[config.mk]
export PLATFORM = sky130hd
export DESIGN_NAME = sum8_frame_receiver
export DESIGN_NICKNAME = d
export VERILOG_FILES = /design/src/rtl/core/s8fr_pkg.sv /design/src/rtl/core/sum8_frame_receiver.sv /design/src/rtl/core/s8fr_in_stage.sv /design/src/rtl/core/s8fr_frame_core.sv
export VERILOG_INCLUDE_DIRS = /design/src /design/src/rtl/core
export SDC_FILE = /design/constraint.sdc
export NUM_CORES = 1
export LEC_CHECK = 0
export ABC_AREA = 1
export BUFFER_PORTS_ARGS = -buffer_cell sky130_fd_sc_hd__buf_2
export CORE_MARGIN = 3
export CORE_UTILIZATION = 53
export CTS_BUF_LIST = sky130_fd_sc_hd__clkbuf_4 sky130_fd_sc_hd__clkbuf_8
export DETAILED_ROUTE_END_ITERATION = 12
export GPL_TIMING_DRIVEN = 0
export PLACE_DENSITY = 0.77
export RECOVER_POWER = 50
export SLEW_MARGIN = 20
export SYNTH_ARGS = -nofsm -noshare
export SYNTH_HDL_FRONTEND = slang
export SYNTH_HIERARCHICAL = 1
export SYNTH_SLANG_ARGS = --single-unit
[constraint.sdc]
create_clock -name clk_i -period 3.3 [get_ports clk_i]
set_clock_uncertainty 0.2 [all_clocks]
set_input_delay 0.99 -clock clk_i [delete_from_list [all_inputs] [get_ports clk_i]]
set_output_delay 0.99 -clock clk_i [all_outputs]
set_load 0.03 [all_outputs]
[src/rtl/core/assert_macros.svh]
// Assertion macros for the RTL; they expand to nothing when SYNTH is defined.
`ifndef ASSERT_MACROS_SVH
`define ASSERT_MACROS_SVH

`ifndef SYNTH
`define ASSERT_IMPLY(label, ante, cons) \
  label: assert property (@(posedge clk_i) disable iff (!rst_ni) (ante) |-> (cons)) \
    else $error("assertion failed");
`define ASSERT_ALWAYS(label, expr) \
  label: assert property (@(posedge clk_i) disable iff (!rst_ni) (expr)) \
    else $error("assertion failed");
`else
`define ASSERT_IMPLY(label, ante, cons)
`define ASSERT_ALWAYS(label, expr)
`endif

`endif

[src/rtl/core/s8fr_pkg.sv]
// Package: constants, codes and types of the frame receiver.
`timescale 1ns / 1ps
package s8fr_pkg;

  localparam int unsigned MaxFrameLengthDefault = 255;
  localparam logic [7:0]  FrameLengthReset      = 8'd16;

  localparam logic [7:0] HeaderByte  = 8'h5a;
  localparam logic [7:0] TailByte    = 8'ha5;
  localparam logic [7:0] ModeData    = 8'h00;
  localparam logic [7:0] ModeCommand = 8'h01;

  // Reported frame status
  typedef enum logic [1:0] {
    FS_PROGRESS = 2'd0,
    FS_REJECT   = 2'd1,
    FS_DATA     = 2'd2,
    FS_CMD      = 2'd3
  } frame_status_e;

  // Outcome of the per-byte checks
  typedef enum logic [1:0] {
    CK_BUSY,
    CK_REJECT,
    CK_DONE
  } check_e;

  // Registered input item handed to the frame logic
  typedef struct packed {
    logic       valid;
    logic [7:0] data;
  } item_t;

endpackage

[src/rtl/core/sum8_frame_receiver.sv]
// Top level: framed byte receiver with header, mode, checksum and tail checks.
// A byte accepted on the slave side passes the input register, then the result register that drives the master side.
// Throughput: one byte per cycle while the master side accepts; the frame state updates with each byte taken.
// Under backpressure the input register holds one byte; s_axis_tready is high while it is empty or being taken.
// Reset: asynchronous, active low; waits for a header, data mode, length 16.
`timescale 1ns / 1ps
module sum8_frame_receiver #(
  parameter int unsigned MAX_FRAME_LENGTH = s8fr_pkg::MaxFrameLengthDefault
) (
  input  logic        clk_i,
  input  logic        rst_ni,
  input  logic        s_axis_tvalid,
  output logic        s_axis_tready,
  input  logic [7:0]  s_axis_tdata,   // [7:0] byte_in
  output logic        m_axis_tvalid,
  input  logic        m_axis_tready,
  output logic [23:0] m_axis_tdata,   // [7:0] byte_out, [15:8] byte_position,
                                      // [17:16] frame_status, [23:18] zero
  input  logic        cfg_valid_i,
  output logic        cfg_ready_o,
  input  logic [7:0]  cfg_data_i      // [7:0] frame_length
);
  import s8fr_pkg::*;

  localparam logic [7:0] MaxLen = 8'(MAX_FRAME_LENGTH);

  logic [7:0] frame_length_q, frame_length_d;
  item_t      item;
  logic       take;

  assign cfg_ready_o    = 1'b1;
  assign frame_length_d = (cfg_data_i > MaxLen) ? MaxLen : cfg_data_i;

  always_ff @(posedge clk_i or negedge rst_ni) begin
    if (!rst_ni) begin
      frame_length_q <= FrameLengthReset;
    end else if (cfg_valid_i && cfg_ready_o) begin
      frame_length_q <= frame_length_d;
    end
  end

  s8fr_in_stage u_in_stage (
    .clk_i         (clk_i),
    .rst_ni        (rst_ni),
    .s_axis_tvalid (s_axis_tvalid),
    .s_axis_tready (s_axis_tready),
    .s_axis_tdata  (s_axis_tdata),
    .take_i        (take),
    .item_o        (item)
  );

  s8fr_frame_core u_frame_core (
    .clk_i          (clk_i),
    .rst_ni         (rst_ni),
    .item_i         (item),
    .take_o         (take),
    .frame_length_i (frame_length_q),
    .m_axis_tvalid  (m_axis_tvalid),
    .m_axis_tready  (m_axis_tready),
    .m_axis_tdata   (m_axis_tdata)
  );

endmodule

[src/rtl/core/s8fr_in_stage.sv]
// Input register stage with stream handshake.
`timescale 1ns / 1ps
module s8fr_in_stage (
  input  logic          clk_i,
  input  logic          rst_ni,
  input  logic          s_axis_tvalid,
  output logic          s_axis_tready,
  input  logic [7:0]    s_axis_tdata,   // [7:0] byte_in
  input  logic          take_i,
  output s8fr_pkg::item_t item_o
);
  import s8fr_pkg::*;

  logic       valid_q;
  logic [7:0] data_q;

  assign s_axis_tready = !valid_q || take_i;

  always_ff @(posedge clk_i or negedge rst_ni) begin
    if (!rst_ni) begin
      valid_q <= 1'b0;
    end else if (s_axis_tready) begin
      valid_q <= s_axis_tvalid;
    end
  end

  always_ff @(posedge clk_i) begin
    if (s_axis_tready && s_axis_tvalid) begin
      data_q <= s_axis_tdata;
    end
  end

  assign item_o.valid = valid_q;
  assign item_o.data  = data_q;

endmodule

[src/rtl/core/s8fr_frame_core.sv]
// Frame state, per-byte checks and result register.
`timescale 1ns / 1ps
`include "assert_macros.svh"
module s8fr_frame_core (
  input  logic            clk_i,
  input  logic            rst_ni,
  input  s8fr_pkg::item_t item_i,
  output logic            take_o,
  input  logic [7:0]      frame_length_i,
  output logic            m_axis_tvalid,
  input  logic            m_axis_tready,
  output logic [23:0]     m_axis_tdata   // [7:0] byte_out, [15:8] byte_position,
                                         // [17:16] frame_status, [23:18] zero
);
  import s8fr_pkg::*;

  logic          resync_q, resync_d;
  logic [7:0]    pos_q, pos_d;
  logic          cmd_q, cmd_d;
  logic [7:0]    sum_q, sum_d;
  logic          out_valid_q;
  logic [7:0]    out_byte_q;
  logic [7:0]    out_pos_q;
  frame_status_e out_status_q, status_d;

  logic [7:0] b;
  logic [7:0] pos;
  logic [7:0] sum;
  logic [7:0] sum_at;
  logic [7:0] tail_at;
  logic       cmd_mode;
  check_e     chk;

  assign take_o = item_i.valid && (!out_valid_q || m_axis_tready);

  always_comb begin
    b        = item_i.data;
    pos      = resync_q ? 8'd0 : pos_q;
    sum      = resync_q ? 8'd0 : sum_q;
    sum_at   = frame_length_i - 8'd2;
    tail_at  = frame_length_i - 8'd1;
    cmd_mode = cmd_q;
    chk      = CK_BUSY;

    if (pos == 8'd0) begin
      chk = (b == HeaderByte) ? CK_BUSY : CK_REJECT;
    end else if (pos == 8'd1) begin
      if (b == ModeData) begin
        cmd_mode = 1'b0;
      end else if (b == ModeCommand) begin
        cmd_mode = 1'b1;
      end
    end

    // later checks override earlier ones
    if (!cmd_mode) begin
      if (pos == sum_at) begin
        chk = (b == sum) ? CK_BUSY : CK_REJECT;
      end else if (pos == tail_at) begin
        chk = (b == TailByte) ? CK_DONE : CK_REJECT;
      end
    end else if (pos == 8'd3) begin
      chk = (b == TailByte) ? CK_DONE : CK_REJECT;
    end

    sum_d    = sum + b;
    pos_d    = pos + 8'd1;
    cmd_d    = cmd_mode;
    resync_d = 1'b1;
    status_d = FS_PROGRESS;
    case (chk)
      CK_DONE: begin
        status_d = cmd_mode ? FS_CMD : FS_DATA;
        cmd_d    = 1'b0;
      end
      CK_REJECT: begin
        status_d = FS_REJECT;
      end
      default: begin
        resync_d = 1'b0;
      end
    endcase
  end

  always_ff @(posedge clk_i or negedge rst_ni) begin
    if (!rst_ni) begin
      resync_q    <= 1'b1;
      pos_q       <= 8'd0;
      cmd_q       <= 1'b0;
      sum_q       <= 8'd0;
      out_valid_q <= 1'b0;
    end else begin
      if (take_o) begin
        resync_q <= resync_d;
        pos_q    <= pos_d;
        cmd_q    <= cmd_d;
        sum_q    <= sum_d;
      end
      if (take_o) begin
        out_valid_q <= 1'b1;
      end else if (m_axis_tready) begin
        out_valid_q <= 1'b0;
      end
    end
  end

  always_ff @(posedge clk_i) begin
    if (take_o) begin
      out_byte_q   <= b;
      out_pos_q    <= pos;
      out_status_q <= status_d;
    end
  end

  assign m_axis_tvalid = out_valid_q;
  assign m_axis_tdata  = {6'd0, out_status_q, out_pos_q, out_byte_q};

  // shown result always matches the state it left behind
  `ASSERT_IMPLY(a_end_resyncs, out_valid_q && out_status_q != FS_PROGRESS, resync_q)
  `ASSERT_IMPLY(a_busy_continues, out_valid_q && out_status_q == FS_PROGRESS, !resync_q)
  `ASSERT_IMPLY(a_done_clears_mode,
                out_valid_q && (out_status_q == FS_DATA || out_status_q == FS_CMD), !cmd_q)
  `ASSERT_IMPLY(a_pos_follows, out_valid_q && !resync_q, pos_q == out_pos_q + 8'd1)

endmodule

Word level (Yosys, flattened, before mapping)

Index checks and enable logic that the tools add are counted.

Bits in registers: 54
Bits in latches: 0
RAM bits: 0
Memory bits (read-only): 0
Input port bits: 21
Output and inout bits: 27
Word-level logic and storage cells: 57
Memories: 0

$add $sub $neg: 4
Multipliers: 0
Divide/modulo/power cells: 0
Order comparisons: 1
Equal/unequal tests: 10
Shift operators: 0
Muxes and demuxes: 21
Bitwise logic cells: 0
Reductions and logical operators: 10

Operator list:

| cell                                                | count |
|---|---|
| equality test 8 bit                                 | 3 |
| 2-to-1 mux 8 bit                                    | 3 |
| equality test 8 x 1 -> 1 bit, second input constant | 2 |
| zero test 8 bit                                     | 2 |
| 2-to-1 mux 2 bit                                    | 6 |
| 2-to-1 mux 1 bit                                    | 11 |
| adder 8 x 1 -> 8 bit, second input constant         | 1 |
| adder 8 bit                                         | 1 |
| equality test 8 x 2 -> 1 bit, second input constant | 1 |
| equality test 8 x 7 -> 1 bit, second input constant | 1 |
| equality test 8 bit, second input constant          | 1 |
| > comparator 8 bit, second input constant           | 1 |
| subtractor 8 x 1 -> 8 bit, second input constant    | 1 |
| subtractor 8 x 2 -> 8 bit, second input constant    | 1 |
| one-hot mux 2 bit (2 select lines)                  | 1 |
| equality test 2 x 1 -> 1 bit, second input constant | 1 |
| equality test 2 bit, second input constant          | 1 |
| logical AND 1 bit                                   | 2 |
| zero test 1 bit                                     | 2 |
| logical OR 1 bit                                    | 2 |
| nonzero test 2 bit                                  | 1 |
| OR reduction 2 bit                                  | 1 |

Logic depth before layout (Yosys ltp)

Word-level depth: 9
Mapped depth: 19
Mapped depth without buffers: 19

By module

Netlist, hierarchy kept.

Modules (own cells, without submodules):

| module              | times used | cells each | area an instance (sq um) | seq. area each (sq um) |
|---|---|---|---|---|
| s8fr_frame_core     | 1          | 337        | 2556.2                   | 1017.2 |
| sum8_frame_receiver | 1          | 36         | 317.8                    | 201.4 |
| s8fr_in_stage       | 1          | 15         | 292.8                    | 265.3 |

Worst setup path after synthesis

OpenSTA, ideal clock, no wires.

Kind: input to output
Start: input port m_axis_tready
End: output port s_axis_tready
Data arrival time: 2505 ps
Data required time: 2110 ps
Setup slack: -395 ps
Cell stages on the path: 7
Buffers on the path: 1
Cells stage by stage: inv_1 > nand2_1 > nand2_1 > inv_1 > buf_1 > inv_1 > nand2_1

Longest elaborated chain between the ends: 3

Ends and longest elaborated chain:

| element            | line                      | text |
|---|---|---|
| start: declaration | sum8_frame_receiver.sv:16 | `input logic m_axis_tready,` |
| logical OR 1 bit   | s8fr_frame_core.sv:34     | `assign take_o = item_i.valid && (!out_valid_q \|\| m_axis_tready);` |
| logical AND 1 bit  | s8fr_frame_core.sv:34     |  |
| net take           | sum8_frame_receiver.sv:29 | `logic take;` |
| logical OR 1 bit   | s8fr_in_stage.sv:17       | `assign s_axis_tready = !valid_q \|\| take_i;` |
| end: declaration   | sum8_frame_receiver.sv:13 | `output logic s_axis_tready,` |

The timed path passes the listed nets, and every way through them passes these cells.

Final worst setup path

Ends and elaborated chain as after synthesis.

==> impl_summary.md <==
Run status
The flow ran to the end, but the final reports show violations. The checks that failed: capacitance limit, slew limit.

Clock tree
The clock latency reported for the late side of the worst-skew pair is 0.31 ns. The number of buffers created by CTS is 5. The clock edge transition at the registers on the reported setup and hold paths is 0.09 ns. The number of levels the H-tree was split into is 2. TritonCTS built the clock tree. CTS saw 54 sinks.

The tree is rooted in a sky130_fd_sc_hd__clkbuf_8. The largest buffer count on any clock path is 2.

Critical path
STA puts the critical path data required time at 2.11 ns. The element type at the critical path start is a primary input. STA classifies the critical path endpoint as an output port. In this run the worst setup path terminates at s_axis_tready.

The capture point of the worst reg-to-reg path is u_frame_core/out_status_q[0]$_DFFE_PP_. The worst path arrival time is ~2.0 ns. The most critical setup path has its startpoint at m_axis_tready. Walking the worst path, the cells encountered are buf_2 > inv_1 > nand2_1 > nand2_4 > inv_2 > buf_12 > inv_1 > nand2_1 > buf_2. By startpoint and endpoint, the worst setup path is classified as in2out. In this run the worst path has a maximum fanout of 28. The setup slack of the most critical reg-to-reg path is 0.30 ns. Grouping stages by cell kind, the critical path spends the most delay in buffers and inverters.

The cell depth of the worst flop-to-flop path is 11. The beginning of the worst register-to-register path is u_frame_core/resync_q$_DFFE_PN1P_. The highest-delay cell along the critical path is sky130_fd_sc_hd__buf_12. The peak per-stage delay on the critical path is ~0.20 ns. The combined buffer and inverter count along the critical path is 6.

The count of cell instances traversed by the critical path is 9.

Power and ir drop
The peak supply drop is 0.306 mV. The design draws 2.65 mW. The switching power share of the total is 0.415.

The combinational power share is 0.457. The internal portion of the total power is 1.55 mW. The share of total power dissipated in the clock network is 0.174. The power per cell area is 738 nW/um^2.

The leakage power is 1.84 nW. The switching power total is 1.10 mW. The portion of total power attributed to sequential cells is 0.369.

GRT
The via count of the first global-routing pass was 2543. The first-pass GRT wire length is 11700 um. In the global route stage, overall resource usage came out at 0.206. The remaining global-route overflow is 0. The largest net degree at the start of global routing is 29. The number of antenna violations at the first check in global routing is 0.

Place
At the end of routability-driven placement, the weighted congestion stood at 0.839. The number of placed cells counting well taps is 504. The number of buffer cells added on primary ports is 39. The HPWL after detailed placement is 5000 um.

STA
Setup violations remaining at the end of the flow were counted as 0. The number of failing hold endpoints at the final stage came to 0. The worst slew margin relative to its limit is -0.0526. Derived from the worst setup path, the maximum achievable clock frequency is approximately 0.32 GHz. The shortest period the worst path allows is 3.17 ns. Of the available clock period, the critical path in the final layout requires 0.960.

Setup repair after global routing left no endpoint under its margin. The final count of pins violating max slew came to 29. For the final routed database, the setup TNS stands at 0 ns. For the pin with the worst max-slew slack, the measured transition is 1.58 ns.

Floorplanning
The total die area is between 6000 and 7000 um^2. The effective utilization at floorplan is 0.561. The die is 83.3 um wide.

The total core area is between 5000 and 6000 um^2. In this run the vertical extent of the chip is 83.3 um. The floorplan row count is 27. For this design the top-level I/O count stands at 48.

Routing
The number of vias in the routed layout is 2652. The detailed-route DRC error count is 0. The post-detailed-route count of antenna-violating nets is 0. The routed length per instance is 13.1 um. The via-per-instance ratio is just over 5. The number of detailed-route iterations in the first pass is 5.

The number of design-rule violations left by the first detailed-router iteration is 174. Wires add up to about 6700 um.

Layout
Excluding fillers, the count of instances in the completed layout stands at a little over 500. The area added between synthesis and finish is 13.5%. Across the whole layout, storage elements account for 1480 um^2. The filler cells instantiated in the layout total roughly 490. The area occupied by multi-input gates is between 1000 and 1500 um^2. For this run, the post-layout net count is 477. The total inserted antenna cells is 0. The share of final-layout standard cells stronger than drive strength 1 is 0.159.

Synth
The number of distinct library cell variants in the gate-level netlist after synthesis is 38. Of the synthesized area, sequential elements account for 0.469. The number of synthesized flops with an enable pin is 26.

Sorting the synthesized cells by area gives the leading types as sky130_fd_sc_hd__edfxtp_1, sky130_fd_sc_hd__dfrtp_1, sky130_fd_sc_hd__nand2_1, sky130_fd_sc_hd__ha_1, sky130_fd_sc_hd__inv_1. The most used flip-flop cell after synthesis is sky130_fd_sc_hd__edfxtp_1. The share of synthesized area in the top cell type comes to 0.247. In the synthesized netlist, the cells that appear most often are sky130_fd_sc_hd__nand2_1, sky130_fd_sc_hd__inv_1, sky130_fd_sc_hd__dfrtp_1, sky130_fd_sc_hd__edfxtp_1, sky130_fd_sc_hd__nor2_1. In the post-synthesis netlist, the cell with the most instances is sky130_fd_sc_hd__nand2_1. The largest total area in the synthesized netlist belongs to sky130_fd_sc_hd__edfxtp_1. A synthesized cell averages 8.16 um^2. The number of warnings reported in the yosys synthesis log is 6. The mapped netlist covers 3170 um^2. The post-synthesis cell count is 388. The async set-reset flop share out of synthesis is 0.519. After synthesis the netlist holds a flip-flop and latch count of 54.

Run
Across the run, the number of max-cap violations was 1.

Hold path
The min-delay analysis places its worst path in the category reg2reg.
flip-flops by register name, summed over array words and instances, names as in the netlist:
name	cells
u_frame_core/sum_q	8
u_frame_core/cmd_q	1
u_frame_core/out_status_q	2
u_in_stage/data_q	8
frame_length_q	8
u_frame_core/out_pos_q	8
u_frame_core/out_byte_q	8
u_in_stage/valid_q	1
u_frame_core/resync_q	1
u_frame_core/pos_q	8
u_frame_core/m_axis_tvalid	1
per-layer routing:
metal | vias to the layer above | global-route usage | part of all wire
met2 | 93 | 0.341 | 0.47
met1 | 1214 | 0.278 | 0.46
met5 | - | 0 | 0
met3 | 11 | 0.0327 | 0.058
met4 | 0 | 0.0624 | 0.013
li1 | 1334 | - | -
layout make-up:
| class | count | area share |
|---|---|---|
| Tap cell | 72 | 0.0251 |
| Multi-Input combinational cell | 271 | 0.389 |
| Clock buffer | 7 | 0.0251 |
| Inverter | 55 | 0.0574 |
| Timing Repair Buffer | 39 | 0.0540 |
| Clock inverter | 1 | 0.00835 |
| Buffer | 13 | 0.0285 |
| Sequential cell | 54 | 0.413 |
power by group through the flow:
stage          Combinational [mW]  Clock [mW]  Sequential [mW]
3_5_place_dp                 1.19           0            0.994
3_3_place_gp                 1.14           0            0.990
4_1_cts                      1.21       0.477            0.984
5_1_grt                      1.37       0.505             1.00
6_report                     1.21       0.461            0.979
2_1_floorplan               0.821           0             1.07
metrics by stage:
stage,hold slack [ns],area [um^2],setup WS [ns],utilization
detailed placement,0.270,3470,-0.446,0.615
finish,0.288,3590,0.131,0.637
CTS,0.294,3600,0.0449,0.639
floorplan,0.252,3190,0.0166,-
global route,0.339,3590,0.0246,0.637
global placement,0.269,3470,-0.444,0.615
worst min path at each step:
stage	start	slack, ns	cells after the start	endpoint
6_report	u_frame_core/sum_q[7]$_DFFE_PN0P_	0.29	2	u_frame_core/sum_q[7]$_DFFE_PN0P_
3_5_place_dp	u_frame_core/sum_q[7]$_DFFE_PN0P_	0.27	2	u_frame_core/sum_q[7]$_DFFE_PN0P_
3_3_place_gp	u_frame_core/sum_q[7]$_DFFE_PN0P_	0.27	2	u_frame_core/sum_q[7]$_DFFE_PN0P_
4_1_cts	u_frame_core/sum_q[7]$_DFFE_PN0P_	0.29	2	u_frame_core/sum_q[7]$_DFFE_PN0P_
2_1_floorplan	u_frame_core/cmd_q$_DFFE_PN0P_	0.25	2	u_frame_core/cmd_q$_DFFE_PN0P_
5_1_grt	frame_length_q[4]$_DFFE_PN1P_	0.34	2	frame_length_q[4]$_DFFE_PN1P_
placed cells by master (no fill, tap or decap), drive strengths merged, types with 2 or more instances in the layout:
master	synthesis	routed
nand2	131	131
inv	55	55
buf	12	48
nor2	29	29
dfrtp	26	26
edfxtp	26	26
nand3	24	24
ha	16	16
o21ai	13	13
a21oi	11	11
clkbuf	1	11
nand4	8	8
conb	2	7
xor2	7	7
nor3	6	6
nand3b	3	3
nor4	3	3
xnor2	2	2
o22ai	2	2
o31ai	2	2
dfstp	2	2
cells by family (layout without fill, tap and decap cells):
kind of cell / count (synthesis) / in the layout / synth area share
flops: 54 / 54 / 0.469
compound gates: 31 / 31 / 0.0545
other cells: 2 / 7 / 0.00237
xor+xnor: 9 / 9 / 0.0249
mux: 1 / 1 / 0.00356
simple gates: 206 / 206 / 0.281
fa+ha+maj: 17 / 17 / 0.0695
buf+inv: 68 / 115 / 0.0952
what timing repair did:
action,CTS,global route
resized for setup,5,2
setup buffers,0,0
endpoints found under the setup margin,1,1
hold buffers,0,0
worst min-delay path: cells and delay by family (launching register included):
family / cells / cell delay (ns)
compound gates: 1 / 0.05
flops: 1 / 0.36
simple gates: 1 / 0.05
Note: power is estimated with default switching activity, not from simulation.
